`config.mk`:
```
export PLATFORM = sky130hd
export DESIGN_NAME = http_header_line_parser_flat
export DESIGN_NICKNAME = d
export VERILOG_FILES = /design/src/design/hhlp_pkg.sv /design/src/design/hhlp_in_if.sv /design/src/design/hhlp_out_if.sv /design/src/design/hhlp_step.sv /design/src/design/http_header_line_parser.sv /design/src/flat_wrapper.sv
export SDC_FILE = /design/constraint.sdc
export NUM_CORES = 1
export LEC_CHECK = 0
export BUFFER_PORTS_ARGS = -buffer_cell sky130_fd_sc_hd__buf_4
export CAP_MARGIN = 20
export CORE_MARGIN = 4
export CORE_UTILIZATION = 50
export CTS_CLUSTER_SIZE = 12
export DETAILED_ROUTE_END_ITERATION = 16
export PLACE_DENSITY_LB_ADDON = 0.15
export REMOVE_ABC_BUFFERS = 1
export SETUP_SLACK_MARGIN = 0.2
export SYNTH_ARGS = -nofsm -noshare
export SYNTH_HDL_FRONTEND = slang
export SYNTH_SLANG_ARGS = --single-unit
```
`constraint.sdc`:
```
create_clock -name clk -period 4.2 [get_ports clk]
set_input_delay 0.84 -clock clk [delete_from_list [all_inputs] [get_ports clk]]
set_output_delay 0.84 -clock clk [all_outputs]
set_load 0.03 [all_outputs]
```
`src/design/hhlp_pkg.sv`:
```
// ----------------------------------------------------------------------------
// hhlp_pkg
// Types and constants shared by the header line parser modules.
// ----------------------------------------------------------------------------
package hhlp_pkg;

	localparam logic [7:0] CH_COLON = 8'h3A;
	localparam logic [7:0] CH_CR    = 8'h0D;
	localparam logic [7:0] CH_LF    = 8'h0A;
	localparam logic [7:0] CH_SP    = 8'h20;

	localparam logic [15:0] KEY_MAX          = 16'hFFFF;
	localparam logic [9:0]  RESET_MAX_OFFSET = 10'd255;

	typedef enum logic [8:0] {
		ST_START  = 9'b000000001,
		ST_KEY    = 9'b000000010,
		ST_COLON  = 9'b000000100,
		ST_SPACE  = 9'b000001000,
		ST_VALUE  = 9'b000010000,
		ST_CR     = 9'b000100000,
		ST_LF     = 9'b001000000,
		ST_END_CR = 9'b010000000,
		ST_BODY   = 9'b100000000
	} parse_state_t;

	typedef enum logic [1:0] {
		CLS_SEP   = 2'd0,
		CLS_KEY   = 2'd1,
		CLS_VALUE = 2'd2,
		CLS_BODY  = 2'd3
	} byte_class_t;

	typedef enum logic [2:0] {
		ERR_NONE       = 3'd0,
		ERR_KEY_CRLF   = 3'd1,
		ERR_NO_SPACE   = 3'd2,
		ERR_VALUE_LONG = 3'd3,
		ERR_LINE_CR    = 3'd4,
		ERR_END_CR     = 3'd5
	} error_code_t;

	typedef struct packed {
		parse_state_t state;
		logic [15:0]  key_count;
		logic [10:0]  value_count;
		error_code_t  sticky_error;
	} parse_t;

	typedef struct packed {
		logic [7:0]  out_byte;
		byte_class_t byte_class;
		logic        pair_done;
		logic [15:0] key_length;
		logic [10:0] value_length;
		logic        headers_done;
		error_code_t error_code;
	} result_t;

endpackage

```
`src/design/hhlp_in_if.sv`:
```
// ----------------------------------------------------------------------------
// hhlp_in_if
// Input byte channel of the header line parser.
// ----------------------------------------------------------------------------
interface hhlp_in_if;
	logic       valid;
	logic       ready;
	logic [7:0] data_byte;
	logic       first_of_request;

	modport source (output valid, output data_byte, output first_of_request, input ready);
	modport sink (input valid, input data_byte, input first_of_request, output ready);
endinterface

```
`src/design/hhlp_out_if.sv`:
```
// ----------------------------------------------------------------------------
// hhlp_out_if
// Tagged byte result channel of the header line parser.
// ----------------------------------------------------------------------------
interface hhlp_out_if;
	logic        valid;
	logic        ready;
	logic [7:0]  out_byte;
	logic [1:0]  byte_class;
	logic        pair_done;
	logic [15:0] key_length;
	logic [10:0] value_length;
	logic        headers_done;
	logic [2:0]  error_code;

	modport source (output valid, output out_byte, output byte_class, output pair_done,
		output key_length, output value_length, output headers_done, output error_code,
		input ready);
	modport sink (input valid, input out_byte, input byte_class, input pair_done,
		input key_length, input value_length, input headers_done, input error_code,
		output ready);
endinterface

```
`src/design/hhlp_step.sv`:
```
// ----------------------------------------------------------------------------
// hhlp_step
// Next-state and result logic for one header byte.
// ----------------------------------------------------------------------------
module hhlp_step (
	input  hhlp_pkg::parse_t  cur,
	input  logic [7:0]        data_byte,
	input  logic              first_of_request,
	input  logic [9:0]        max_value_offset,
	output hhlp_pkg::parse_t  nxt,
	output hhlp_pkg::result_t res
);

	hhlp_pkg::parse_t      base;
	hhlp_pkg::error_code_t err;
	hhlp_pkg::byte_class_t cls;
	logic                  pair;
	logic                  hdone;

	always_comb begin
		base = cur;
		if (first_of_request) begin
			base.state        = hhlp_pkg::ST_START;
			base.key_count    = 16'd0;
			base.value_count  = 11'd0;
			base.sticky_error = hhlp_pkg::ERR_NONE;
		end
		nxt   = base;
		err   = hhlp_pkg::ERR_NONE;
		cls   = hhlp_pkg::CLS_SEP;
		pair  = 1'b0;
		hdone = 1'b0;
		if (base.sticky_error == hhlp_pkg::ERR_NONE) begin
			case (base.state)
				hhlp_pkg::ST_KEY: begin
					if (data_byte == hhlp_pkg::CH_COLON) begin
						nxt.state = hhlp_pkg::ST_COLON;
					end else if (data_byte == hhlp_pkg::CH_CR || data_byte == hhlp_pkg::CH_LF) begin
						err = hhlp_pkg::ERR_KEY_CRLF;
					end else begin
						if (base.key_count != hhlp_pkg::KEY_MAX)
							nxt.key_count = base.key_count + 16'd1;
						cls = hhlp_pkg::CLS_KEY;
					end
				end
				hhlp_pkg::ST_COLON: begin
					if (data_byte == hhlp_pkg::CH_SP)
						nxt.state = hhlp_pkg::ST_SPACE;
					else
						err = hhlp_pkg::ERR_NO_SPACE;
				end
				hhlp_pkg::ST_SPACE: begin
					nxt.state       = hhlp_pkg::ST_VALUE;
					nxt.value_count = 11'd1;
					cls             = hhlp_pkg::CLS_VALUE;
				end
				hhlp_pkg::ST_VALUE: begin
					if (data_byte == hhlp_pkg::CH_CR) begin
						nxt.state = hhlp_pkg::ST_CR;
					end else if (base.value_count > {1'b0, max_value_offset}) begin
						err = hhlp_pkg::ERR_VALUE_LONG;
					end else begin
						nxt.value_count = base.value_count + 11'd1;
						cls             = hhlp_pkg::CLS_VALUE;
					end
				end
				hhlp_pkg::ST_CR: begin
					if (data_byte == hhlp_pkg::CH_LF) begin
						nxt.state = hhlp_pkg::ST_LF;
						pair      = 1'b1;
					end else begin
						err = hhlp_pkg::ERR_LINE_CR;
					end
				end
				hhlp_pkg::ST_LF: begin
					if (data_byte == hhlp_pkg::CH_CR) begin
						nxt.state = hhlp_pkg::ST_END_CR;
					end else begin
						nxt.state     = hhlp_pkg::ST_KEY;
						nxt.key_count = 16'd1;
						cls           = hhlp_pkg::CLS_KEY;
					end
				end
				hhlp_pkg::ST_END_CR: begin
					if (data_byte == hhlp_pkg::CH_LF) begin
						nxt.state = hhlp_pkg::ST_BODY;
						hdone     = 1'b1;
					end else begin
						err = hhlp_pkg::ERR_END_CR;
					end
				end
				hhlp_pkg::ST_BODY: begin
					cls = hhlp_pkg::CLS_BODY;
				end
				default: begin
					if (data_byte != hhlp_pkg::CH_CR && data_byte != hhlp_pkg::CH_LF) begin
						nxt.state     = hhlp_pkg::ST_KEY;
						nxt.key_count = 16'd1;
						cls           = hhlp_pkg::CLS_KEY;
					end else begin
						nxt.state = hhlp_pkg::ST_START;
					end
				end
			endcase
			if (err != hhlp_pkg::ERR_NONE) begin
				nxt              = base;
				nxt.sticky_error = err;
				cls              = hhlp_pkg::CLS_SEP;
			end
		end
		res.out_byte     = data_byte;
		res.byte_class   = cls;
		res.pair_done    = pair;
		res.key_length   = pair ? base.key_count : 16'd0;
		res.value_length = pair ? base.value_count : 11'd0;
		res.headers_done = hdone;
		res.error_code   = nxt.sticky_error;
	end

endmodule

```
`src/design/http_header_line_parser.sv`:
```
// ----------------------------------------------------------------------------
// http_header_line_parser
// Tags header bytes as key, value, separator or body and reports pairs.
// ----------------------------------------------------------------------------
// One byte is accepted every cycle and its result passes two registers: an
// input register feeds the combinational parse step, whose result lands in an
// output register. The state loop closes in that step, so throughput is one
// byte per clock while the output side keeps taking results. The user must
// write max_value_offset through the cfg channel only while idle; not enforced.
module http_header_line_parser (
	input  logic       clk,
	input  logic       arst_n,
	hhlp_in_if.sink    in_ch,
	hhlp_out_if.source out_ch,
	input  logic       cfg_valid,
	output logic       cfg_ready,
	input  logic [9:0] cfg_data
);

	logic              v_s1;
	logic [7:0]        byte_s1;
	logic              first_s1;
	logic              v_s2;
	hhlp_pkg::result_t res_s2;
	hhlp_pkg::parse_t  parse_q;
	logic [9:0]        max_q;
	hhlp_pkg::parse_t  parse_nxt;
	hhlp_pkg::result_t res_nxt;
	logic              adv2;

	assign adv2        = !v_s2 || out_ch.ready;
	assign in_ch.ready = !v_s1 || adv2;
	assign cfg_ready   = 1'b1;

	hhlp_step u_step (
		.cur              (parse_q),
		.data_byte        (byte_s1),
		.first_of_request (first_s1),
		.max_value_offset (max_q),
		.nxt              (parse_nxt),
		.res              (res_nxt)
	);

	always_ff @(posedge clk or negedge arst_n) begin
		if (!arst_n) begin
			v_s1                 <= 1'b0;
			v_s2                 <= 1'b0;
			max_q                <= hhlp_pkg::RESET_MAX_OFFSET;
			parse_q.state        <= hhlp_pkg::ST_START;
			parse_q.key_count    <= 16'd0;
			parse_q.value_count  <= 11'd0;
			parse_q.sticky_error <= hhlp_pkg::ERR_NONE;
		end else begin
			if (cfg_valid)
				max_q <= cfg_data;
			if (in_ch.valid && in_ch.ready)
				v_s1 <= 1'b1;
			else if (adv2)
				v_s1 <= 1'b0;
			if (adv2)
				v_s2 <= v_s1;
			if (v_s1 && adv2)
				parse_q <= parse_nxt;
		end
	end

	// payload registers
	always_ff @(posedge clk) begin
		if (in_ch.valid && in_ch.ready) begin
			byte_s1  <= in_ch.data_byte;
			first_s1 <= in_ch.first_of_request;
		end
		if (v_s1 && adv2)
			res_s2 <= res_nxt;
	end

	assign out_ch.valid        = v_s2;
	assign out_ch.out_byte     = res_s2.out_byte;
	assign out_ch.byte_class   = res_s2.byte_class;
	assign out_ch.pair_done    = res_s2.pair_done;
	assign out_ch.key_length   = res_s2.key_length;
	assign out_ch.value_length = res_s2.value_length;
	assign out_ch.headers_done = res_s2.headers_done;
	assign out_ch.error_code   = res_s2.error_code;

endmodule

```
`src/flat_wrapper.sv`:
```
// flat-port wrapper written by rule: the top's interface ports become plain ports
module http_header_line_parser_flat 
  (clk, arst_n, cfg_valid, cfg_ready, cfg_data, in_ch_valid, in_ch_data_byte, in_ch_first_of_request, in_ch_ready, out_ch_valid, out_ch_out_byte, out_ch_byte_class, out_ch_pair_done, out_ch_key_length, out_ch_value_length, out_ch_headers_done, out_ch_error_code, out_ch_ready);
  hhlp_in_if in_ch_i ();
  hhlp_out_if out_ch_i ();
  input  logic clk;
  input  logic arst_n;
  input  logic cfg_valid;
  output logic cfg_ready;
  input  logic [9:0] cfg_data;
  input wire logic [$bits(in_ch_i.valid)-1:0] in_ch_valid;
  input wire logic [$bits(in_ch_i.data_byte)-1:0] in_ch_data_byte;
  input wire logic [$bits(in_ch_i.first_of_request)-1:0] in_ch_first_of_request;
  output wire logic [$bits(in_ch_i.ready)-1:0] in_ch_ready;
  output wire logic [$bits(out_ch_i.valid)-1:0] out_ch_valid;
  output wire logic [$bits(out_ch_i.out_byte)-1:0] out_ch_out_byte;
  output wire logic [$bits(out_ch_i.byte_class)-1:0] out_ch_byte_class;
  output wire logic [$bits(out_ch_i.pair_done)-1:0] out_ch_pair_done;
  output wire logic [$bits(out_ch_i.key_length)-1:0] out_ch_key_length;
  output wire logic [$bits(out_ch_i.value_length)-1:0] out_ch_value_length;
  output wire logic [$bits(out_ch_i.headers_done)-1:0] out_ch_headers_done;
  output wire logic [$bits(out_ch_i.error_code)-1:0] out_ch_error_code;
  input wire logic [$bits(out_ch_i.ready)-1:0] out_ch_ready;
  assign in_ch_i.valid = in_ch_valid;
  assign in_ch_i.data_byte = in_ch_data_byte;
  assign in_ch_i.first_of_request = in_ch_first_of_request;
  assign in_ch_ready = in_ch_i.ready;
  assign out_ch_valid = out_ch_i.valid;
  assign out_ch_out_byte = out_ch_i.out_byte;
  assign out_ch_byte_class = out_ch_i.byte_class;
  assign out_ch_pair_done = out_ch_i.pair_done;
  assign out_ch_key_length = out_ch_i.key_length;
  assign out_ch_value_length = out_ch_i.value_length;
  assign out_ch_headers_done = out_ch_i.headers_done;
  assign out_ch_error_code = out_ch_i.error_code;
  assign out_ch_i.ready = out_ch_ready;
  http_header_line_parser u_core (.clk(clk), .arst_n(arst_n), .in_ch(in_ch_i), .out_ch(out_ch_i), .cfg_valid(cfg_valid), .cfg_ready(cfg_ready), .cfg_data(cfg_data));
endmodule
```
==> metrics <==
Chip Width=113 µm; slew of the pin with the lowest slew margin=798 ps; critical path launch point type=flop; hold buffers post-CTS=0; Critical Path RT=4480 ps; synth-to-layout area growth=15.3%; Buf/Inv on CP=1; Yosys cell types=82; cts bufs inserted=9; initial antenna violation count=0; RSZ-0062 raised after global routing=false; PortBufs=67; Row Count=38; GRT Overall Usage=22.1%; setup violators final=0; routed len/inst=18.1 µm; starting density of the core=50.9%; pre-CTS setup slack=966 ps; critical path cell sequence=buf_4 > nor4_4 > nor2b_1 > and3_1 > nand2b_1 > o21ai_2 > a21oi_1 > a32o_1; post-route ant nets=0; Slowest-stage cell, CP=o21ai_2; multi-input logic area=2480 µm²; final net count=633; Reg area=2820 µm²; post-route minimum period=3260 ps; total congestion overflow=0; Top Ports=69; worst min-delay path class=in2async; pwr dens=354 nW/µm²; count leader, synth=edfxtp_1; CTS resizes=0; Pre-Repair DR Iteration Count=5; Reg clk slew, reported paths=100 ps; period utilization=77.7%; max_cap viols=0; Async SR Flop Fraction=50.0%; Final Slew Violations=0; Post-synth top cells=51 x edfxtp_1, 46 x nand2_1, 42 x dfrtp_1; Yosys warning count=0; reg2reg end=u_core.parse_q[35]; Worst slew margin=46.0%; register area share after synthesis=51.3%; reg2reg setup slack=940 ps; max incr delay on CP=540 ps; Routed WL=13500 µm; clk sinks=102; Crit. End Element=flop; Critical Setup Path Class=reg2reg; worst skew pair latency=380 ps; gpl congestion=0.960; status=completed; Core Box Area=10800 µm²; Clock Path Buffers=2; fmax=0.306 GHz; count of flip-flops with a built-in enable after synthesis=51; clk_skew=15.2 ps; largest net degree at the start of global routing=52; routed vias/inst=6.00; die area=12700 µm²; peak fanout along the critical path=16; Via Count=4461; Post-DP HPWL=9670 µm; Area contributors post-synth=edfxtp_1 28%, dfrtp_1 19%, dfstp_2 4.3%; peak supply drop=0.232 mV; fillers=940; post-synth top area share=27.9%; crit-path leading delay family=simple AND/OR/NAND/NOR gates; vias in the first global route=4373; post-route cell area=6330 µm²; Overall Power=2240 µW; CP Data Arrival Time=3540 ps; synthesized area=5490 µm²; fin worst setup slack=937 ps; DRC errors left=0; Post-Synthesis Cells=534; diode count=0; Post-CTS Setup Repair Bufs=0; Yosys reg bits=102; biggest area consumer among synthesized cells=edfxtp_1; worst reg-to-reg path cell count=8; TritonCTS clock tree=done; WP depth=8; reg2reg start=u_core.first_s1; Avg Inst Size Synth=10.3 µm²; Lkg Pwr=0.00253 µW; DR iter-0 viols=350; fraction of layout cells with a size suffix above 1=20.7%; Setup Total Neg Slack=0 ps; root buffer cell=clkbuf_8; Top FF cell, synth=edfxtp_1; first-pass GRT wire length=22400 µm; die height=113 µm; Final Hold Violating Endpoints=0; H-tree Lvls=3; DP Area=6140 µm²
[worst max-delay path by stage]
stage                    start            endpoint  slack [ps]
6_report       u_core.first_s1  u_core.parse_q[35]         940
3_3_place_gp   u_core.first_s1  u_core.parse_q[24]        1100
3_5_place_dp   u_core.first_s1  u_core.parse_q[35]         970
4_1_cts        u_core.first_s1  u_core.parse_q[35]         960
2_1_floorplan  u_core.first_s1  u_core.parse_q[12]         520
5_1_grt        u_core.first_s1  u_core.parse_q[35]         640
[layout make-up]
type                            count  share of cell area, %
Multi-Input combinational cell    388                   39.2
Clock inverter                      6                  0.968
Timing Repair Buffer               79                   9.37
Sequential cell                   102                   44.5
Inverter                           19                   1.13
Clock buffer                       10                   2.02
Tap cell                          140                   2.77
[through the flow]
stage	util [%]	std cells	hold WS, ps
2_1_floorplan	-	509	456
3_3_place_gp	56.9	728	487
4_1_cts	58.7	744	504
6_report	58.7	744	496
5_1_grt	58.7	744	531
3_5_place_dp	56.9	728	496
[state kept, by name, indices dropped and copies added, names as in the netlist]
name and count:
u_core.out_ch.key_length 16, u_core.first_s1 1, u_core.out_ch.valid 1, u_core.out_ch.pair_done 1, u_core.max_q 10, u_core.out_ch.error_code 3, u_core.parse_q 39, u_core.out_ch.headers_done 1
u_core.out_ch.out_byte 8, u_core.byte_s1 8, u_core.out_ch.byte_class 2, u_core.v_s1 1, u_core.out_ch.value_length 11
[layer usage]
metal	global-route usage, %	up-vias	share of wire, %
met1	30.7	2141	45
met2	34.4	171	46
met5	0	-	0
met3	4.76	26	6.4
met4	8.17	0	2.3
li1	-	2123	-
[layout by cell type, fill, tap and decap left out, types with 4 or more instances in the layout]
cell type / synthesis / layout
buf_4: 1 / 79
xnor2_1: 4 / 4
and2_1: 24 / 24
nand4_1: 5 / 5
nor4_1: 5 / 5
nor2_1: 35 / 35
or2_2: 4 / 4
dfrtp_1: 42 / 42
nand2b_1: 11 / 11
o211ai_1: 9 / 9
ha_1: 10 / 10
clkbuf_8: 0 / 9
o2bb2ai_1: 4 / 4
nor2b_1: 20 / 20
dfstp_2: 9 / 9
nand3b_1: 5 / 5
o21ai_1: 5 / 5
or3_1: 5 / 5
edfxtp_1: 51 / 51
a21oi_1: 17 / 17
o21ai_0: 37 / 37
o22ai_1: 6 / 6
inv_1: 18 / 18
and3_1: 16 / 16
a31oi_1: 6 / 6
nand3_1: 28 / 28
nor3_1: 7 / 7
nand2_1: 46 / 46
[power breakdown]
| part | switching (µW) | internal [µW] |
|---|---|---|
| Sequential | 56.1 | 1130 |
| Clock | 338 | 274 |
| Combinational | 280 | 160 |
| Total | 675 | 1570 |
[worst register-to-register path, delay by kind of cell, from the launching register on]
kind	cells	cell delay, ps
DFF	1	480
AOI/OAI and AO/OA	3	1020
and+or+nand+nor	4	1440
buffers and inverters	1	240
[logic make-up after synthesis]
kind of cell / after synthesis / synth area share, %
adder cells (fa/ha/maj): 10 / 2.28
flip-flops: 102 / 51.3
AO/OA/AOI/OAI: 129 / 16.0
XOR/XNOR: 5 / 0.797
buffers and inverters: 44 / 3.42
AND/OR/NAND/NOR: 240 / 25.5
multiplexers: 3 / 0.592
other: 1 / 0.0683
Note: power is estimated with default switching activity, not from simulation.
